File: src/rtl/core/urtm_pkg.sv
// shared types and constants for the ultrasonic ranging trimmed mean unit
package urtm_pkg;

  localparam int unsigned SAMPLE_COUNT = 5;
  localparam int unsigned PULSE_W      = 20;
  localparam int unsigned TRIG_W       = 8;
  localparam int unsigned DIST_W       = 23;
  localparam int unsigned CNT_W        = $clog2(SAMPLE_COUNT + 1);
  localparam int unsigned TOTAL_W      = PULSE_W + $clog2(SAMPLE_COUNT);
  localparam int unsigned TRIM_W       = PULSE_W + $clog2(SAMPLE_COUNT - 2);

  localparam int unsigned CFG_IDX_W    = 2;
  localparam int unsigned CFG_DATA_W   = 20;

  // distance = round(trim * SCALE / DIV), SCALE / 625 = 0.01715 * 256
  localparam int unsigned SCALE        = 2744;
  localparam int unsigned SCALE_W      = $clog2(SCALE + 1);
  localparam int unsigned DIV          = 625 * (SAMPLE_COUNT - 2);
  localparam int unsigned DIV_W        = $clog2(DIV);
  localparam int unsigned HALF         = DIV / 2;

  // quotient of trim by DIV
  localparam int unsigned K1           = TRIM_W + DIV_W;
  localparam int unsigned M1_W         = K1 - DIV_W + 1;
  localparam logic [M1_W-1:0] M1       = M1_W'(((64'd1 << K1) + 64'(DIV) - 64'd1) / 64'(DIV));
  localparam int unsigned A_W          = TRIM_W - DIV_W + 1;

  // rounded fraction of the remainder
  localparam longint unsigned Y_MAX    = 64'(DIV - 1) * 64'(SCALE) + 64'(HALF);
  localparam int unsigned Y_W          = $clog2(Y_MAX + 1);
  localparam int unsigned K2           = Y_W + DIV_W;
  localparam int unsigned M2_W         = Y_W + 1;
  localparam logic [M2_W-1:0] M2       = M2_W'(((64'd1 << K2) + 64'(DIV) - 64'd1) / 64'(DIV));

  localparam int unsigned DFULL_RAW_W  = A_W + SCALE_W + 1;
  localparam int unsigned DFULL_W      = (DFULL_RAW_W > DIST_W) ? DFULL_RAW_W : DIST_W + 1;
  localparam longint unsigned DIST_MAX = (64'd1 << DIST_W) - 64'd1;

  localparam int unsigned FIFO_DEPTH   = 8;
  localparam int unsigned FIFO_AW      = $clog2(FIFO_DEPTH);
  localparam int unsigned CRED_W       = $clog2(FIFO_DEPTH + 1);

  typedef enum logic [2:0] {
    PH_IDLE  = 3'd0,
    PH_TLOW  = 3'd1,
    PH_THIGH = 3'd2,
    PH_RISE  = 3'd3,
    PH_MEAS  = 3'd4,
    PH_GAP   = 3'd5
  } phase_t;

  typedef enum logic [CFG_IDX_W-1:0] {
    CFG_TIMEOUT    = 2'd0,
    CFG_TRIG_HIGH  = 2'd1,
    CFG_TRIG_LOW   = 2'd2,
    CFG_SAMPLE_GAP = 2'd3
  } cfg_reg_t;

  typedef struct packed {
    logic trigger_level;
    logic busy_res;
    logic distance_valid;
  } ctl_t;

  typedef struct packed {
    ctl_t              ctl;
    logic [DIST_W-1:0] distance;
  } item_t;

endpackage

File: src/rtl/core/urtm_ifs.sv
// request and result channel interfaces
interface urtm_in_if;
  logic valid;
  logic ready;
  logic echo_level;
  logic start_request;

  modport source (output valid, echo_level, start_request, input ready);
  modport sink   (input valid, echo_level, start_request, output ready);
endinterface

interface urtm_out_if;
  logic                       valid;
  logic                       ready;
  logic                       trigger_level;
  logic                       busy_res;
  logic                       distance_valid;
  logic [urtm_pkg::DIST_W-1:0] distance;

  modport source (output valid, trigger_level, busy_res, distance_valid, distance,
                  input ready);
  modport sink   (input valid, trigger_level, busy_res, distance_valid, distance,
                  output ready);
endinterface

File: src/rtl/core/urtm_sort_cell.sv
// one cell of the insertion sorter holding a pulse width
module urtm_sort_cell (
  input  logic                         clk,
  input  logic                         ins_en,
  input  logic                         occ,
  input  logic [urtm_pkg::PULSE_W-1:0] new_val,
  input  logic [urtm_pkg::PULSE_W-1:0] left_val,
  input  logic                         left_lt,
  output logic [urtm_pkg::PULSE_W-1:0] val,
  output logic                         lt
);

  logic [urtm_pkg::PULSE_W-1:0] val_r;
  logic [urtm_pkg::PULSE_W-1:0] val_nxt;

  // empty cells act as larger than anything
  assign lt  = occ ? (new_val < val_r) : 1'b1;
  assign val = val_r;

  always_comb begin
    val_nxt = val_r;
    if (ins_en && lt) begin
      val_nxt = left_lt ? left_val : new_val;
    end
  end

  always_ff @(posedge clk) begin
    val_r <= val_nxt;
  end

endmodule

File: src/rtl/core/urtm_scale.sv
// pipeline turning the trimmed sum into a rounded distance
module urtm_scale (
  input  logic                        clk,
  input  logic                        rst_n,
  input  logic                        in_v,
  input  urtm_pkg::ctl_t              in_ctl,
  input  logic [urtm_pkg::TRIM_W-1:0] in_trim,
  output logic                        out_v,
  output urtm_pkg::item_t             out_item
);

  logic [5:0] v_r;

  urtm_pkg::ctl_t ctl1_r, ctl2_r, ctl3_r, ctl4_r, ctl5_r;
  logic [urtm_pkg::TRIM_W-1:0] trim1_r, trim2_r;
  logic [urtm_pkg::A_W-1:0]    a2_r, a3_r, a4_r, a5_r;
  logic [urtm_pkg::DIV_W-1:0]  b3_r;
  logic [urtm_pkg::Y_W-1:0]    y4_r;
  logic [urtm_pkg::SCALE_W-1:0] c5_r;
  logic [urtm_pkg::DIST_W-1:0] last_r;
  urtm_pkg::item_t             item6_r;

  logic [urtm_pkg::TRIM_W+urtm_pkg::M1_W-1:0] p1;
  logic [urtm_pkg::TRIM_W-1:0]                ad;
  logic [urtm_pkg::Y_W+urtm_pkg::M2_W-1:0]    p2;
  logic [urtm_pkg::DFULL_W-1:0]               dist_full;
  logic [urtm_pkg::DIST_W-1:0]                dist_sat;

  assign p1 = (urtm_pkg::TRIM_W + urtm_pkg::M1_W)'(trim1_r) *
              (urtm_pkg::TRIM_W + urtm_pkg::M1_W)'(urtm_pkg::M1);
  assign ad = urtm_pkg::TRIM_W'(a2_r) * urtm_pkg::TRIM_W'(urtm_pkg::DIV);
  assign p2 = (urtm_pkg::Y_W + urtm_pkg::M2_W)'(y4_r) *
              (urtm_pkg::Y_W + urtm_pkg::M2_W)'(urtm_pkg::M2);
  assign dist_full = urtm_pkg::DFULL_W'(a5_r) * urtm_pkg::DFULL_W'(urtm_pkg::SCALE) +
                     urtm_pkg::DFULL_W'(c5_r);

  always_comb begin
    if (dist_full > urtm_pkg::DFULL_W'(urtm_pkg::DIST_MAX)) begin
      dist_sat = urtm_pkg::DIST_W'(urtm_pkg::DIST_MAX);
    end else begin
      dist_sat = urtm_pkg::DIST_W'(dist_full);
    end
  end

  always_ff @(posedge clk) begin
    if (!rst_n) begin
      v_r    <= '0;
      last_r <= '0;
    end else begin
      v_r <= {v_r[4:0], in_v};
      if (v_r[4] && ctl5_r.distance_valid) begin
        last_r <= dist_sat;
      end
    end
  end

  always_ff @(posedge clk) begin
    ctl1_r  <= in_ctl;
    trim1_r <= in_trim;

    ctl2_r  <= ctl1_r;
    trim2_r <= trim1_r;
    a2_r    <= p1[urtm_pkg::K1 +: urtm_pkg::A_W];

    ctl3_r  <= ctl2_r;
    a3_r    <= a2_r;
    b3_r    <= urtm_pkg::DIV_W'(trim2_r - ad);

    ctl4_r  <= ctl3_r;
    a4_r    <= a3_r;
    y4_r    <= urtm_pkg::Y_W'(b3_r) * urtm_pkg::Y_W'(urtm_pkg::SCALE) +
               urtm_pkg::Y_W'(urtm_pkg::HALF);

    ctl5_r  <= ctl4_r;
    a5_r    <= a4_r;
    c5_r    <= p2[urtm_pkg::K2 +: urtm_pkg::SCALE_W];

    item6_r.ctl      <= ctl5_r;
    item6_r.distance <= ctl5_r.distance_valid ? dist_sat : last_r;
  end

  assign out_v    = v_r[5];
  assign out_item = item6_r;

endmodule

File: src/rtl/core/urtm_out_fifo.sv
// result queue feeding the output channel
module urtm_out_fifo (
  input  logic            clk,
  input  logic            rst_n,
  input  logic            wr_en,
  input  urtm_pkg::item_t wr_item,
  urtm_out_if.source      out_ch
);

  urtm_pkg::item_t mem_r [urtm_pkg::FIFO_DEPTH];

  logic [urtm_pkg::FIFO_AW-1:0] wr_ptr_r, rd_ptr_r;
  logic [urtm_pkg::CRED_W-1:0]  count_r;
  logic                         rd_en;
  urtm_pkg::item_t              rd_item;

  assign rd_en   = out_ch.valid && out_ch.ready;
  assign rd_item = mem_r[rd_ptr_r];

  assign out_ch.valid          = count_r != '0;
  assign out_ch.trigger_level  = rd_item.ctl.trigger_level;
  assign out_ch.busy_res       = rd_item.ctl.busy_res;
  assign out_ch.distance_valid = rd_item.ctl.distance_valid;
  assign out_ch.distance       = rd_item.distance;

  always_ff @(posedge clk) begin
    if (!rst_n) begin
      wr_ptr_r <= '0;
      rd_ptr_r <= '0;
      count_r  <= '0;
    end else begin
      if (wr_en) begin
        wr_ptr_r <= urtm_pkg::FIFO_AW'(wr_ptr_r + 1'b1);
      end
      if (rd_en) begin
        rd_ptr_r <= urtm_pkg::FIFO_AW'(rd_ptr_r + 1'b1);
      end
      count_r <= urtm_pkg::CRED_W'(count_r + urtm_pkg::CRED_W'(wr_en) -
                                   urtm_pkg::CRED_W'(rd_en));
    end
  end

  always_ff @(posedge clk) begin
    if (wr_en) begin
      mem_r[wr_ptr_r] <= wr_item;
    end
  end

endmodule

File: src/rtl/core/ultrasonic_ranging_trimmed_mean_unit.sv
// top level: echo ranging sequencer, sorter chain, distance pipeline and result queue
//
// One request is one microsecond tick (echo level and start request) and gives
// exactly one result (trigger level, busy, distance valid, distance). A request
// is taken every cycle that ready is high; its result waits in the queue until taken.
// The sequencer, the row of sorter cells and the running total advance once per
// request, and the distance math runs in a six-stage pipeline behind them. in_ch
// drops ready only once eight requests are outstanding, which is the depth of
// the output queue, so a stalled result side stops the input after eight requests.
// Configuration writes take effect on the next tick.
module ultrasonic_ranging_trimmed_mean_unit (
  input  logic                            clk,
  input  logic                            rst_n,
  urtm_in_if.sink                         in_ch,
  urtm_out_if.source                      out_ch,
  input  logic                            cfg_we,
  input  logic [urtm_pkg::CFG_IDX_W-1:0]  cfg_index,
  input  logic [urtm_pkg::CFG_DATA_W-1:0] cfg_data
);

  logic [urtm_pkg::PULSE_W-1:0] timeout_r;
  logic [urtm_pkg::TRIG_W-1:0]  trig_high_r;
  logic [urtm_pkg::TRIG_W-1:0]  trig_low_r;
  logic [urtm_pkg::PULSE_W-1:0] gap_r;

  urtm_pkg::phase_t             phase_r, phase_nxt;
  logic [urtm_pkg::PULSE_W-1:0] timer_r, timer_nxt, timer_p1;
  logic [urtm_pkg::CNT_W-1:0]   count_r, count_nxt;
  logic [urtm_pkg::TOTAL_W-1:0] total_r, total_nxt;
  logic [urtm_pkg::CRED_W-1:0]  cred_r;

  logic acc, deq, echo, full, gap_end;
  logic trig, store_en, done, start_go;

  logic [urtm_pkg::PULSE_W-1:0] cell_val  [urtm_pkg::SAMPLE_COUNT];
  logic                         cell_lt   [urtm_pkg::SAMPLE_COUNT];
  logic [urtm_pkg::PULSE_W-1:0] left_val  [urtm_pkg::SAMPLE_COUNT];
  logic                         left_lt   [urtm_pkg::SAMPLE_COUNT];
  logic                         cell_occ  [urtm_pkg::SAMPLE_COUNT];

  urtm_pkg::ctl_t               pipe_ctl;
  logic [urtm_pkg::TRIM_W-1:0]  pipe_trim;
  logic                         res_v;
  urtm_pkg::item_t              res_item;

  assign acc      = in_ch.valid && in_ch.ready;
  assign deq      = out_ch.valid && out_ch.ready;
  assign in_ch.ready = cred_r < urtm_pkg::CRED_W'(urtm_pkg::FIFO_DEPTH);
  assign echo     = in_ch.echo_level;
  assign timer_p1 = urtm_pkg::PULSE_W'(timer_r + 1'b1);
  assign full     = count_r >= urtm_pkg::CNT_W'(urtm_pkg::SAMPLE_COUNT);
  assign gap_end  = timer_p1 >= gap_r;

  // config registers
  always_ff @(posedge clk) begin
    if (!rst_n) begin
      timeout_r   <= urtm_pkg::PULSE_W'(500000);
      trig_high_r <= urtm_pkg::TRIG_W'(10);
      trig_low_r  <= urtm_pkg::TRIG_W'(2);
      gap_r       <= urtm_pkg::PULSE_W'(10000);
    end else if (cfg_we) begin
      unique case (urtm_pkg::cfg_reg_t'(cfg_index))
        urtm_pkg::CFG_TIMEOUT:    timeout_r   <= cfg_data;
        urtm_pkg::CFG_TRIG_HIGH:  trig_high_r <= cfg_data[urtm_pkg::TRIG_W-1:0];
        urtm_pkg::CFG_TRIG_LOW:   trig_low_r  <= cfg_data[urtm_pkg::TRIG_W-1:0];
        urtm_pkg::CFG_SAMPLE_GAP: gap_r       <= cfg_data;
      endcase
    end
  end

  // next state
  always_comb begin
    phase_nxt = phase_r;
    timer_nxt = timer_r;
    unique case (phase_r)
      urtm_pkg::PH_TLOW: begin
        timer_nxt = timer_p1;
        if (timer_p1 >= urtm_pkg::PULSE_W'(trig_low_r)) begin
          phase_nxt = urtm_pkg::PH_THIGH;
          timer_nxt = '0;
        end
      end
      urtm_pkg::PH_THIGH: begin
        timer_nxt = timer_p1;
        if (timer_p1 >= urtm_pkg::PULSE_W'(trig_high_r)) begin
          phase_nxt = urtm_pkg::PH_RISE;
          timer_nxt = '0;
        end
      end
      urtm_pkg::PH_RISE: begin
        priority if (echo) begin
          if (timeout_r == '0) begin
            phase_nxt = urtm_pkg::PH_GAP;
            timer_nxt = '0;
          end else begin
            phase_nxt = urtm_pkg::PH_MEAS;
            timer_nxt = urtm_pkg::PULSE_W'(1);
          end
        end else if (timer_r >= timeout_r) begin
          phase_nxt = urtm_pkg::PH_GAP;
          timer_nxt = '0;
        end else begin
          timer_nxt = timer_p1;
        end
      end
      urtm_pkg::PH_MEAS: begin
        if (echo && timer_r < timeout_r) begin
          timer_nxt = timer_p1;
        end else begin
          phase_nxt = urtm_pkg::PH_GAP;
          timer_nxt = '0;
        end
      end
      urtm_pkg::PH_GAP: begin
        timer_nxt = timer_p1;
        if (gap_end) begin
          timer_nxt = '0;
          if (full) begin
            phase_nxt = urtm_pkg::PH_IDLE;
          end else if (trig_low_r == '0) begin
            phase_nxt = urtm_pkg::PH_THIGH;
          end else begin
            phase_nxt = urtm_pkg::PH_TLOW;
          end
        end
      end
      default: begin
        phase_nxt = urtm_pkg::PH_IDLE;
        if (in_ch.start_request) begin
          timer_nxt = '0;
          phase_nxt = (trig_low_r == '0) ? urtm_pkg::PH_THIGH : urtm_pkg::PH_TLOW;
        end
      end
    endcase
  end

  // outputs of the sequencer
  always_comb begin
    trig     = 1'b0;
    store_en = 1'b0;
    done     = 1'b0;
    start_go = 1'b0;
    unique case (phase_r)
      urtm_pkg::PH_TLOW, urtm_pkg::PH_RISE: ;
      urtm_pkg::PH_THIGH: trig = 1'b1;
      urtm_pkg::PH_MEAS: store_en = acc && !echo && !full;
      urtm_pkg::PH_GAP:  done = gap_end && full;
      default:           start_go = acc && in_ch.start_request;
    endcase
  end

  always_comb begin
    count_nxt = count_r;
    total_nxt = total_r;
    priority if (start_go) begin
      count_nxt = '0;
      total_nxt = '0;
    end else if (store_en) begin
      count_nxt = urtm_pkg::CNT_W'(count_r + 1'b1);
      total_nxt = urtm_pkg::TOTAL_W'(total_r + urtm_pkg::TOTAL_W'(timer_r));
    end else begin
      count_nxt = count_r;
    end
  end

  always_ff @(posedge clk) begin
    if (!rst_n) begin
      phase_r <= urtm_pkg::PH_IDLE;
      timer_r <= '0;
      count_r <= '0;
      cred_r  <= '0;
    end else begin
      if (acc) begin
        phase_r <= phase_nxt;
        timer_r <= timer_nxt;
        count_r <= count_nxt;
      end
      cred_r <= urtm_pkg::CRED_W'(cred_r + urtm_pkg::CRED_W'(acc) - urtm_pkg::CRED_W'(deq));
    end
  end

  always_ff @(posedge clk) begin
    if (acc) begin
      total_r <= total_nxt;
    end
  end

  // sorter chain, kept ascending
  for (genvar g = 0; g < urtm_pkg::SAMPLE_COUNT; g++) begin : g_cell
    assign cell_occ[g] = urtm_pkg::CNT_W'(g) < count_r;
    if (g == 0) begin : g_head
      assign left_val[g] = timer_r;
      assign left_lt[g]  = 1'b0;
    end else begin : g_link
      assign left_val[g] = cell_val[g-1];
      assign left_lt[g]  = cell_lt[g-1];
    end

    urtm_sort_cell u_cell (
      .clk      (clk),
      .ins_en   (store_en),
      .occ      (cell_occ[g]),
      .new_val  (timer_r),
      .left_val (left_val[g]),
      .left_lt  (left_lt[g]),
      .val      (cell_val[g]),
      .lt       (cell_lt[g])
    );
  end

  // drop min and max
  assign pipe_trim = urtm_pkg::TRIM_W'(total_r
                     - urtm_pkg::TOTAL_W'(cell_val[0])
                     - urtm_pkg::TOTAL_W'(cell_val[urtm_pkg::SAMPLE_COUNT-1]));

  assign pipe_ctl.trigger_level  = trig;
  assign pipe_ctl.busy_res       = phase_nxt != urtm_pkg::PH_IDLE;
  assign pipe_ctl.distance_valid = done;

  urtm_scale u_scale (
    .clk      (clk),
    .rst_n    (rst_n),
    .in_v     (acc),
    .in_ctl   (pipe_ctl),
    .in_trim  (pipe_trim),
    .out_v    (res_v),
    .out_item (res_item)
  );

  urtm_out_fifo u_fifo (
    .clk     (clk),
    .rst_n   (rst_n),
    .wr_en   (res_v),
    .wr_item (res_item),
    .out_ch  (out_ch)
  );

endmodule

File: src/flat_wrapper.sv
// flat-port wrapper written by rule: the top's interface ports become plain ports
module ultrasonic_ranging_trimmed_mean_unit_flat 
  (clk, rst_n, cfg_we, cfg_index, cfg_data, in_ch_valid, in_ch_echo_level, in_ch_start_request, in_ch_ready, out_ch_valid, out_ch_trigger_level, out_ch_busy_res, out_ch_distance_valid, out_ch_distance, out_ch_ready);
  urtm_in_if in_ch_i ();
  urtm_out_if out_ch_i ();
  input  logic clk;
  input  logic rst_n;
  input  logic cfg_we;
  input  logic [urtm_pkg::CFG_IDX_W-1:0] cfg_index;
  input  logic [urtm_pkg::CFG_DATA_W-1:0] cfg_data;
  input wire logic [$bits(in_ch_i.valid)-1:0] in_ch_valid;
  input wire logic [$bits(in_ch_i.echo_level)-1:0] in_ch_echo_level;
  input wire logic [$bits(in_ch_i.start_request)-1:0] in_ch_start_request;
  output wire logic [$bits(in_ch_i.ready)-1:0] in_ch_ready;
  output wire logic [$bits(out_ch_i.valid)-1:0] out_ch_valid;
  output wire logic [$bits(out_ch_i.trigger_level)-1:0] out_ch_trigger_level;
  output wire logic [$bits(out_ch_i.busy_res)-1:0] out_ch_busy_res;
  output wire logic [$bits(out_ch_i.distance_valid)-1:0] out_ch_distance_valid;
  output wire logic [$bits(out_ch_i.distance)-1:0] out_ch_distance;
  input wire logic [$bits(out_ch_i.ready)-1:0] out_ch_ready;
  assign in_ch_i.valid = in_ch_valid;
  assign in_ch_i.echo_level = in_ch_echo_level;
  assign in_ch_i.start_request = in_ch_start_request;
  assign in_ch_ready = in_ch_i.ready;
  assign out_ch_valid = out_ch_i.valid;
  assign out_ch_trigger_level = out_ch_i.trigger_level;
  assign out_ch_busy_res = out_ch_i.busy_res;
  assign out_ch_distance_valid = out_ch_i.distance_valid;
  assign out_ch_distance = out_ch_i.distance;
  assign out_ch_i.ready = out_ch_ready;
  ultrasonic_ranging_trimmed_mean_unit u_core (.clk(clk), .rst_n(rst_n), .in_ch(in_ch_i), .out_ch(out_ch_i), .cfg_we(cfg_we), .cfg_index(cfg_index), .cfg_data(cfg_data));
endmodule
File: config.mk
export PLATFORM = sky130hd
export DESIGN_NAME = ultrasonic_ranging_trimmed_mean_unit_flat
export DESIGN_NICKNAME = d
export VERILOG_FILES = /design/src/rtl/core/urtm_pkg.sv /design/src/rtl/core/urtm_ifs.sv /design/src/rtl/core/urtm_sort_cell.sv /design/src/rtl/core/urtm_scale.sv /design/src/rtl/core/urtm_out_fifo.sv /design/src/rtl/core/ultrasonic_ranging_trimmed_mean_unit.sv /design/src/flat_wrapper.sv
export SDC_FILE = /design/constraint.sdc
export NUM_CORES = 2
export LEC_CHECK = 0
export ABC_CLOCK_PERIOD_IN_PS = 8470
export BUFFER_PORTS_ARGS = -buffer_cell sky130_fd_sc_hd__buf_2
export CAP_MARGIN = 30
export CELL_PAD_IN_SITES_DETAIL_PLACEMENT = 0
export CELL_PAD_IN_SITES_GLOBAL_PLACEMENT = 1
export CORE_MARGIN = 5
export CORE_UTILIZATION = 53
export CTS_BUF_LIST = sky130_fd_sc_hd__clkbuf_16
export DETAILED_ROUTE_END_ITERATION = 12
export GPL_TIMING_DRIVEN = 0
export PLACE_DENSITY = 0.86
export SLEW_MARGIN = 20
export SYNTH_ARGS = -nofsm -noshare
export SYNTH_HDL_FRONTEND = slang
export SYNTH_SLANG_ARGS = --single-unit
File: constraint.sdc
create_clock -name clk -period 8.47 [get_ports clk]
set_input_delay 2.541 -clock clk [delete_from_list [all_inputs] [get_ports clk]]
set_output_delay 2.541 -clock clk [all_outputs]
set_load 0.05 [all_outputs]
### Word-level counts from Yosys, hierarchy flattened

Memories as Yosys holds them, arrays and structs flattened. A register that Yosys moved wholly into a read port is not among the register bits.
Index checks and enable logic that the tools add are counted.

| word-level totals | value |
|---|---|
| register bits | 416 |
| input port bits | 29 |
| memory bits (writable) | 208 |
| memories kept | 1 |
| output and inout bits | 28 |
| logic and storage cells | 163 |

Memories:

| memory | depth | width | rd ports | clocked after memory_dff | wr ports | RTL line | RTL |
|---|---|---|---|---|---|---|---|
| u_core.u_fifo.mem_r | 8 | 26 | 1 | 1 | 1 | urtm_out_fifo.sv:10 | `urtm_pkg::item_t mem_r [urtm_pkg::FIFO_DEPTH];` |

| operators by class | value |
|---|---|
| multipliers | 5 |
| eq/ne operators | 8 |
| muxes and demuxes | 41 |
| add/sub/neg operators | 14 |
| order comparisons | 18 |
| reduce and logical (&&, ||, !) cells | 29 |

Operators with widths:

| operator | number |
|---|---|
| two-way mux 20 bit | 11 |
| less-than comparator 20 bit | 6 |
| one-hot mux 20 bit (5 select lines) | 1 |
| two-way mux 23 bit | 3 |
| multiplier 23 x 24 -> 46 bit, second input constant | 1 |
| multiplier 22 x 23 -> 45 bit, second input constant | 1 |
| subtractor 22 x 20 -> 22 bit | 2 |
| greater-or-equal comparator 20 bit | 2 |
| greater-or-equal comparator 20 x 8 -> 1 bit | 2 |
| two-way mux 3 bit | 11 |
| adder 24 x 12 -> 25 bit | 1 |
| greater-than comparator 25 x 23 -> 1 bit, second input constant | 1 |
| adder 23 x 10 -> 23 bit, second input constant | 1 |
| adder 23 x 20 -> 23 bit | 1 |
| multiplier 12 x 9 -> 21 bit, second input constant | 1 |
| adder 20 x 1 -> 20 bit, second input constant | 1 |
| logical NOT 20 bit | 1 |
| multiplier 11 x 9 -> 20 bit, second input constant | 1 |
| one-hot mux 3 bit (5 select lines) | 1 |
| logical AND 1 bit | 13 |
| multiplier 12 x 11 -> 11 bit, second input constant | 1 |
| two-way mux 1 bit | 12 |
| AND reduction 2 bit | 6 |
| subtractor 11 bit | 1 |
| other kinds (22) | 33 |

### Logic depth before layout (Yosys ltp)

| depth | value |
|---|---|
| depth in word-level cells | 7 |
| depth in mapped cells | 23 |

### Cells and area by module

From an unflattened synthesis, not the netlist that was laid out.

| unflattened totals | value |
|---|---|
| cell total of the unflattened synthesis | 4663 |
| area, all modules | 51958.6 um2 |

By module, submodules not included:

| module | area each (um2) | times used | cells an instance |
|---|---|---|---|
| urtm_scale | 27687.8 | 1 | 2655 |
| ultrasonic_ranging_trimmed_mean_unit | 8809.7 | 1 | 1069 |
| urtm_out_fifo | 8654.6 | 1 | 374 |
| urtm_sort_cell | 1361.3 | 5 | 113 |

### Worst setup path before layout

No wires, ideal clock.

| timing | value |
|---|---|
| kind | reg-to-reg |
| start point | reg u_core.u_scale.trim1_r[10] (netlist bit) |
| end point | reg u_core.u_scale.a2_r[11] (netlist bit) |
| arrival | 6429 ps |
| data required time | 8408 ps |
| cell stages (with the launch flop) | 22 |
| path slack | 1979 ps |
| period minus slack after synthesis | 6491 ps |
| path through | dfxtp_1 fa_1 inv_1 fa_1 inv_1 fa_1 fa_1 inv_1 fa_1 inv_1 fa_1 fa_1 ha_1 a21oi_1 o21ai_0 a41oi_1 o211ai_1 o41ai_2 o21ai_1 a41o_1 or4b_1 nand3_1 |

| on the way | value |
|---|---|
| cells in the longest elaborated chain, start to end | 1 |

Ends and longest elaborated chain:

| item | RTL line | RTL |
|---|---|---|
| from (decl) | urtm_scale.sv:15 | `logic [urtm_pkg::TRIM_W-1:0] trim1_r, trim2_r;` |
| from (signal assigned) | urtm_scale.sv:59 | `trim1_r <= in_trim;` |
| multiplier 22 x 23 -> 45 bit | urtm_scale.sv:29 | `assign p1 = (urtm_pkg::TRIM_W + urtm_pkg::M1_W)'(trim1_r) *` |
| via u_core.u_scale.p1, one bit | urtm_scale.sv:23 | `logic [urtm_pkg::TRIM_W+urtm_pkg::M1_W-1:0] p1;` |
| to (signal assigned) | urtm_scale.sv:63 | `a2_r <= p1[urtm_pkg::K1 +: urtm_pkg::A_W];` |
| to (decl) | urtm_scale.sv:16 | `logic [urtm_pkg::A_W-1:0] a2_r, a3_r, a4_r, a5_r;` |

The timed path passes the listed nets, and every way through them passes these cells.
A chain may end at the register's enable or synchronous reset.

### Worst setup path after layout

| timing | value |
|---|---|
| start point | reg u_core.u_scale.y4_r[15] (netlist bit) |
| end point | reg u_core.u_scale.c5_r[11] (netlist bit) |

| on the way | value |
|---|---|
| cells in the longest elaborated chain, start to end | 1 |

Ends and longest elaborated chain:

| item | RTL line | RTL |
|---|---|---|
| from (decl) | urtm_scale.sv:18 | `logic [urtm_pkg::Y_W-1:0] y4_r;` |
| from (signal assigned) | urtm_scale.sv:71 | `y4_r <= urtm_pkg::Y_W'(b3_r) * urtm_pkg::Y_W'(urtm_pkg::SCALE) +` |
| multiplier 23 x 24 -> 46 bit | urtm_scale.sv:32 | `assign p2 = (urtm_pkg::Y_W + urtm_pkg::M2_W)'(y4_r) *` |
| via u_core.u_scale.p2, one bit | urtm_scale.sv:25 | `logic [urtm_pkg::Y_W+urtm_pkg::M2_W-1:0] p2;` |
| to (signal assigned) | urtm_scale.sv:76 | `c5_r <= p2[urtm_pkg::K2 +: urtm_pkg::SCALE_W];` |
| to (decl) | urtm_scale.sv:19 | `logic [urtm_pkg::SCALE_W-1:0] c5_r;` |

The timed path passes the listed nets, and every way through them passes these cells.

==> impl_metrics.env <==
export IMPL_outcome="completed"
export IMPL_rsz0062_at_grt="no"
export IMPL_synth_adder_area_share_pct=38.52
export IMPL_path_max_fanout=8
export IMPL_highest_layer="met5"
export IMPL_htreeDepth=3
export IMPL_fin_nets=6049
export IMPL_detail_route_antenna_nets=0
export IMPL_dp_hpwl_um=94940
export IMPL_holdBufCountCts=0
export IMPL_ios=57
export IMPL_cts_buffers=71
export IMPL_async_flop_share_pct=0
export IMPL_clk_latency_ns=0.63
export IMPL_core_area_um2=96280
export IMPL_cp_common_cell="fa_1"
export IMPL_grt_total_usage_pct=23.61
export IMPL_met3_length_um=6222
export IMPL_num_vias=33630
export IMPL_crit_path_top_delay_cell="dfxtp_1"
export IMPL_synth_seq_cells=623
export IMPL_clockBufferDepth=3
export IMPL_setup_violations=0
export IMPL_syn_num_nets=5904
export IMPL_cts_setup_buffers=0
export IMPL_fin_skew_ns=0.04711
export IMPL_drt_total_wl_um=119900
export IMPL_endpoint_kind="flop"
export IMPL_netlist_area_um2=51150
export IMPL_wl_met2_um=56080
export IMPL_grt_pass1_vias=34820
export IMPL_worstPathArrival_ns=8.04
export IMPL_cts_sinks=623
export IMPL_synth_compound_area_share_pct=8.672
export IMPL_path_cells="fa_1 -> inv_1 -> fa_1 -> inv_1 -> fa_1 -> fa_1 -> fa_1 -> fa_1 -> ha_1 -> ha_1 -> nand4_1 -> nor4_1 -> or4b_2 -> o211ai_1 -> a31oi_1 -> o21ai_0 -> or4_1 -> a31oi_1 -> xnor2_1"
export IMPL_final_setup_tns_ns=0
export IMPL_slew_violations=0
export IMPL_cp_required_ns=8.97
export IMPL_synth_edf_count=330
export IMPL_start_util_pct=53.13
export IMPL_cts_root_buf="clkbuf_16"
export IMPL_grt_pass1_wl_um=193200
export IMPL_start_kind="flop"
export IMPL_cts_tree="yes"
export IMPL_cts_resized=0
export IMPL_grt_max_degree=22
export IMPL_synthMuxAreaShare_pct=4.714
export IMPL_fin_crit_ns=7.542
export IMPL_diodes=0
export IMPL_antenna_found_initial=1
export IMPL_io_buffers=53
export IMPL_area_delta_synth_final_pct=9.129
export IMPL_drc=0
export IMPL_die_w_um=320.7
export IMPL_maxCapViolCount=0
export IMPL_yosysWarnings=0
export IMPL_synth_xor_area_share_pct=2.911
export IMPL_yosysSeqAreaShare_pct=30.84
export IMPL_netlist_instances=4595
export IMPL_netlist_cell_type_count=89
export IMPL_dr_pass1_iters=6
export IMPL_yosys_most_used_dff="edfxtp_1"
export IMPL_avgSynthCellArea_um2=11.13
export IMPL_wl_met1_um=54560
export IMPL_drive_gt1_share_pct=8.839
export IMPL_n_fill_cell=7996
export IMPL_gp_congestion=0.9063
export IMPL_dieArea_um2=102800
export IMPL_worstHoldPathType="flop to flop"
export IMPL_hold_viol=0
export IMPL_synthSimpleGateAreaFrac_pct=6.901
export IMPL_via_per_inst=5.538
export IMPL_synth_top_family_by_area="adder cells"
export IMPL_rows=114
export IMPL_finalCritPeriodShare_pct=89.05
export IMPL_holdWs_ns=0.3102
export IMPL_drt_initial_drc_count=2333
export IMPL_grt_overflow_total=0
export IMPL_fmax_mhz=132.6
export IMPL_clk_pin_slew_ns=0.06
export IMPL_max_stage_delay_ns=0.75
export IMPL_max_slew_margin_pct=30.50
export IMPL_path_class="flop to flop"
export IMPL_die_y_um=320.7
export IMPL_wl_per_cell_um=19.74
export IMPL_worstMarginPinSlew_ns=1.032
==> sequential cells by signal (all words and copies together), names as in the netlist, 6 cells and up, named ones only <==
signal and count:
u_core.u_scale.y4_r 20, u_core.u_scale.last_r 23, u_core.g_cell.u_cell.val 100, u_core.u_scale.trim1_r 22, u_core.u_scale.a2_r 12, u_core.u_scale.b3_r 11
u_core.u_fifo.mem_r 208, u_core.trig_high_r 8, u_core.total_r 22, u_core.timeout_r 20, u_core.u_scale.a5_r 12, u_core.u_scale.a4_r 12
u_core.u_scale.c5_r 12, u_core.timer_r 20, u_core.gap_r 20, u_core.u_scale.a3_r 12, u_core.trig_low_r 8, u_core.u_scale.out_item 26
u_core.u_scale.trim2_r 11, u_core.u_scale.v_r 6
==> cells in the mapped netlist, drive strengths merged, types with 43 or more instances <==
cell type    n  area share (%)
mux2        93             2.0
nor2       159             1.2
fa         491              19
a21oi      188             1.8
a21o        97             1.4
dfxtp      293              11
mux4        52             2.3
edfxtp     330              19
nand4       43            0.55
a31oi       58             1.1
nand2      199             1.5
nor3        49            0.55
xnor2      101             1.7
inv        901             6.6
ha         789              19
o21ai      119             1.2
clkbuf      73            0.54
xor2        69             1.2
nand3       53            0.53
==> kinds of logic (layout without fill, tap and decap cells) <==
| kind of cell | Yosys count | in the layout |
|---|---|---|
| compound gates | 658 | 658 |
| xor+xnor | 170 | 170 |
| fa+ha+maj | 1280 | 1280 |
| buf+inv | 1001 | 1203 |
| flops | 623 | 623 |
| mux | 163 | 163 |
| simple gates | 700 | 700 |
==> routing by layer <==
| layer | global-route usage, % | up-vias |
|---|---|---|
| met2 | 38.41 | 888 |
| li1 | - | 15870 |
| met4 | 5.747 | 2 |
| met5 | 0 | - |
| met3 | 3.123 | 171 |
| met1 | 33.94 | 16710 |
==> layout by cell type, fill, tap and decap left out, types with 71 or more instances in the layout <==
cell and count:
a21oi_1 188, nor2_1 151, dfxtp_1 293, fa_1 491
a21o_1 97, xnor2_1 101, ha_1 789, clkbuf_1 71
clkbuf_16 74, mux2_2 93, edfxtp_1 330, o21ai_0 115
nand2_1 198, inv_1 910
==> worst max-delay path: cells and delay by family, from the launching register on <==
family	cells	cell delay [ns]
xor+xnor	1	0.13
flops	1	0.75
simple gates	4	1.85
compound gates	4	0.79
fa+ha+maj	8	3.63
buf+inv	2	0.23
==> metrics by stage <==
| stage | setup slack (ns) | std cells | util (%) | cell area [µm²] |
|---|---|---|---|---|
| floorplan | 1.979 | 4595 | - | 51150 |
| global placement | 1.059 | 5924 | 55.06 | 53010 |
| detailed placement | 1.037 | 5938 | 55.38 | 53320 |
| CTS | 0.9888 | 6068 | 57.92 | 55760 |
| global route | 0.5682 | 6073 | 57.98 | 55820 |
| finish | 0.9275 | 6073 | 57.98 | 55820 |
==> area by class of cell <==
cell class              count  area [µm²]  share of cell area, %
plain buffers              99       422.9                 0.7576
clock buffers              74        1852                  3.317
clock inverters            56       593.1                  1.062
inverters                 902        3386                  6.066
multi-input cells        2971       31650                  56.71
flip-flops and latches    623       15780                  28.26
well taps                1276        1597                  2.860
repair buffers             72       540.5                 0.9683
==> final timing paths <==
kind	from	endpoint	slack, ns	depth (start not counted)
setup / recovery	u_core.u_scale.y4_r[15]	u_core.u_scale.c5_r[11]	0.93	19
setup reg to reg	u_core.u_scale.y4_r[15]	u_core.u_scale.c5_r[11]	0.93	19
hold reg to reg	u_core.u_scale.a4_r[4]	u_core.u_scale.a5_r[4]	0.31	0
hold / removal	u_core.u_scale.a4_r[4]	u_core.u_scale.a5_r[4]	0.31	0
Power is left out: the tool's default activity adds up to more than one toggle a clock period on the data nets, which glitch-free logic cannot reach.
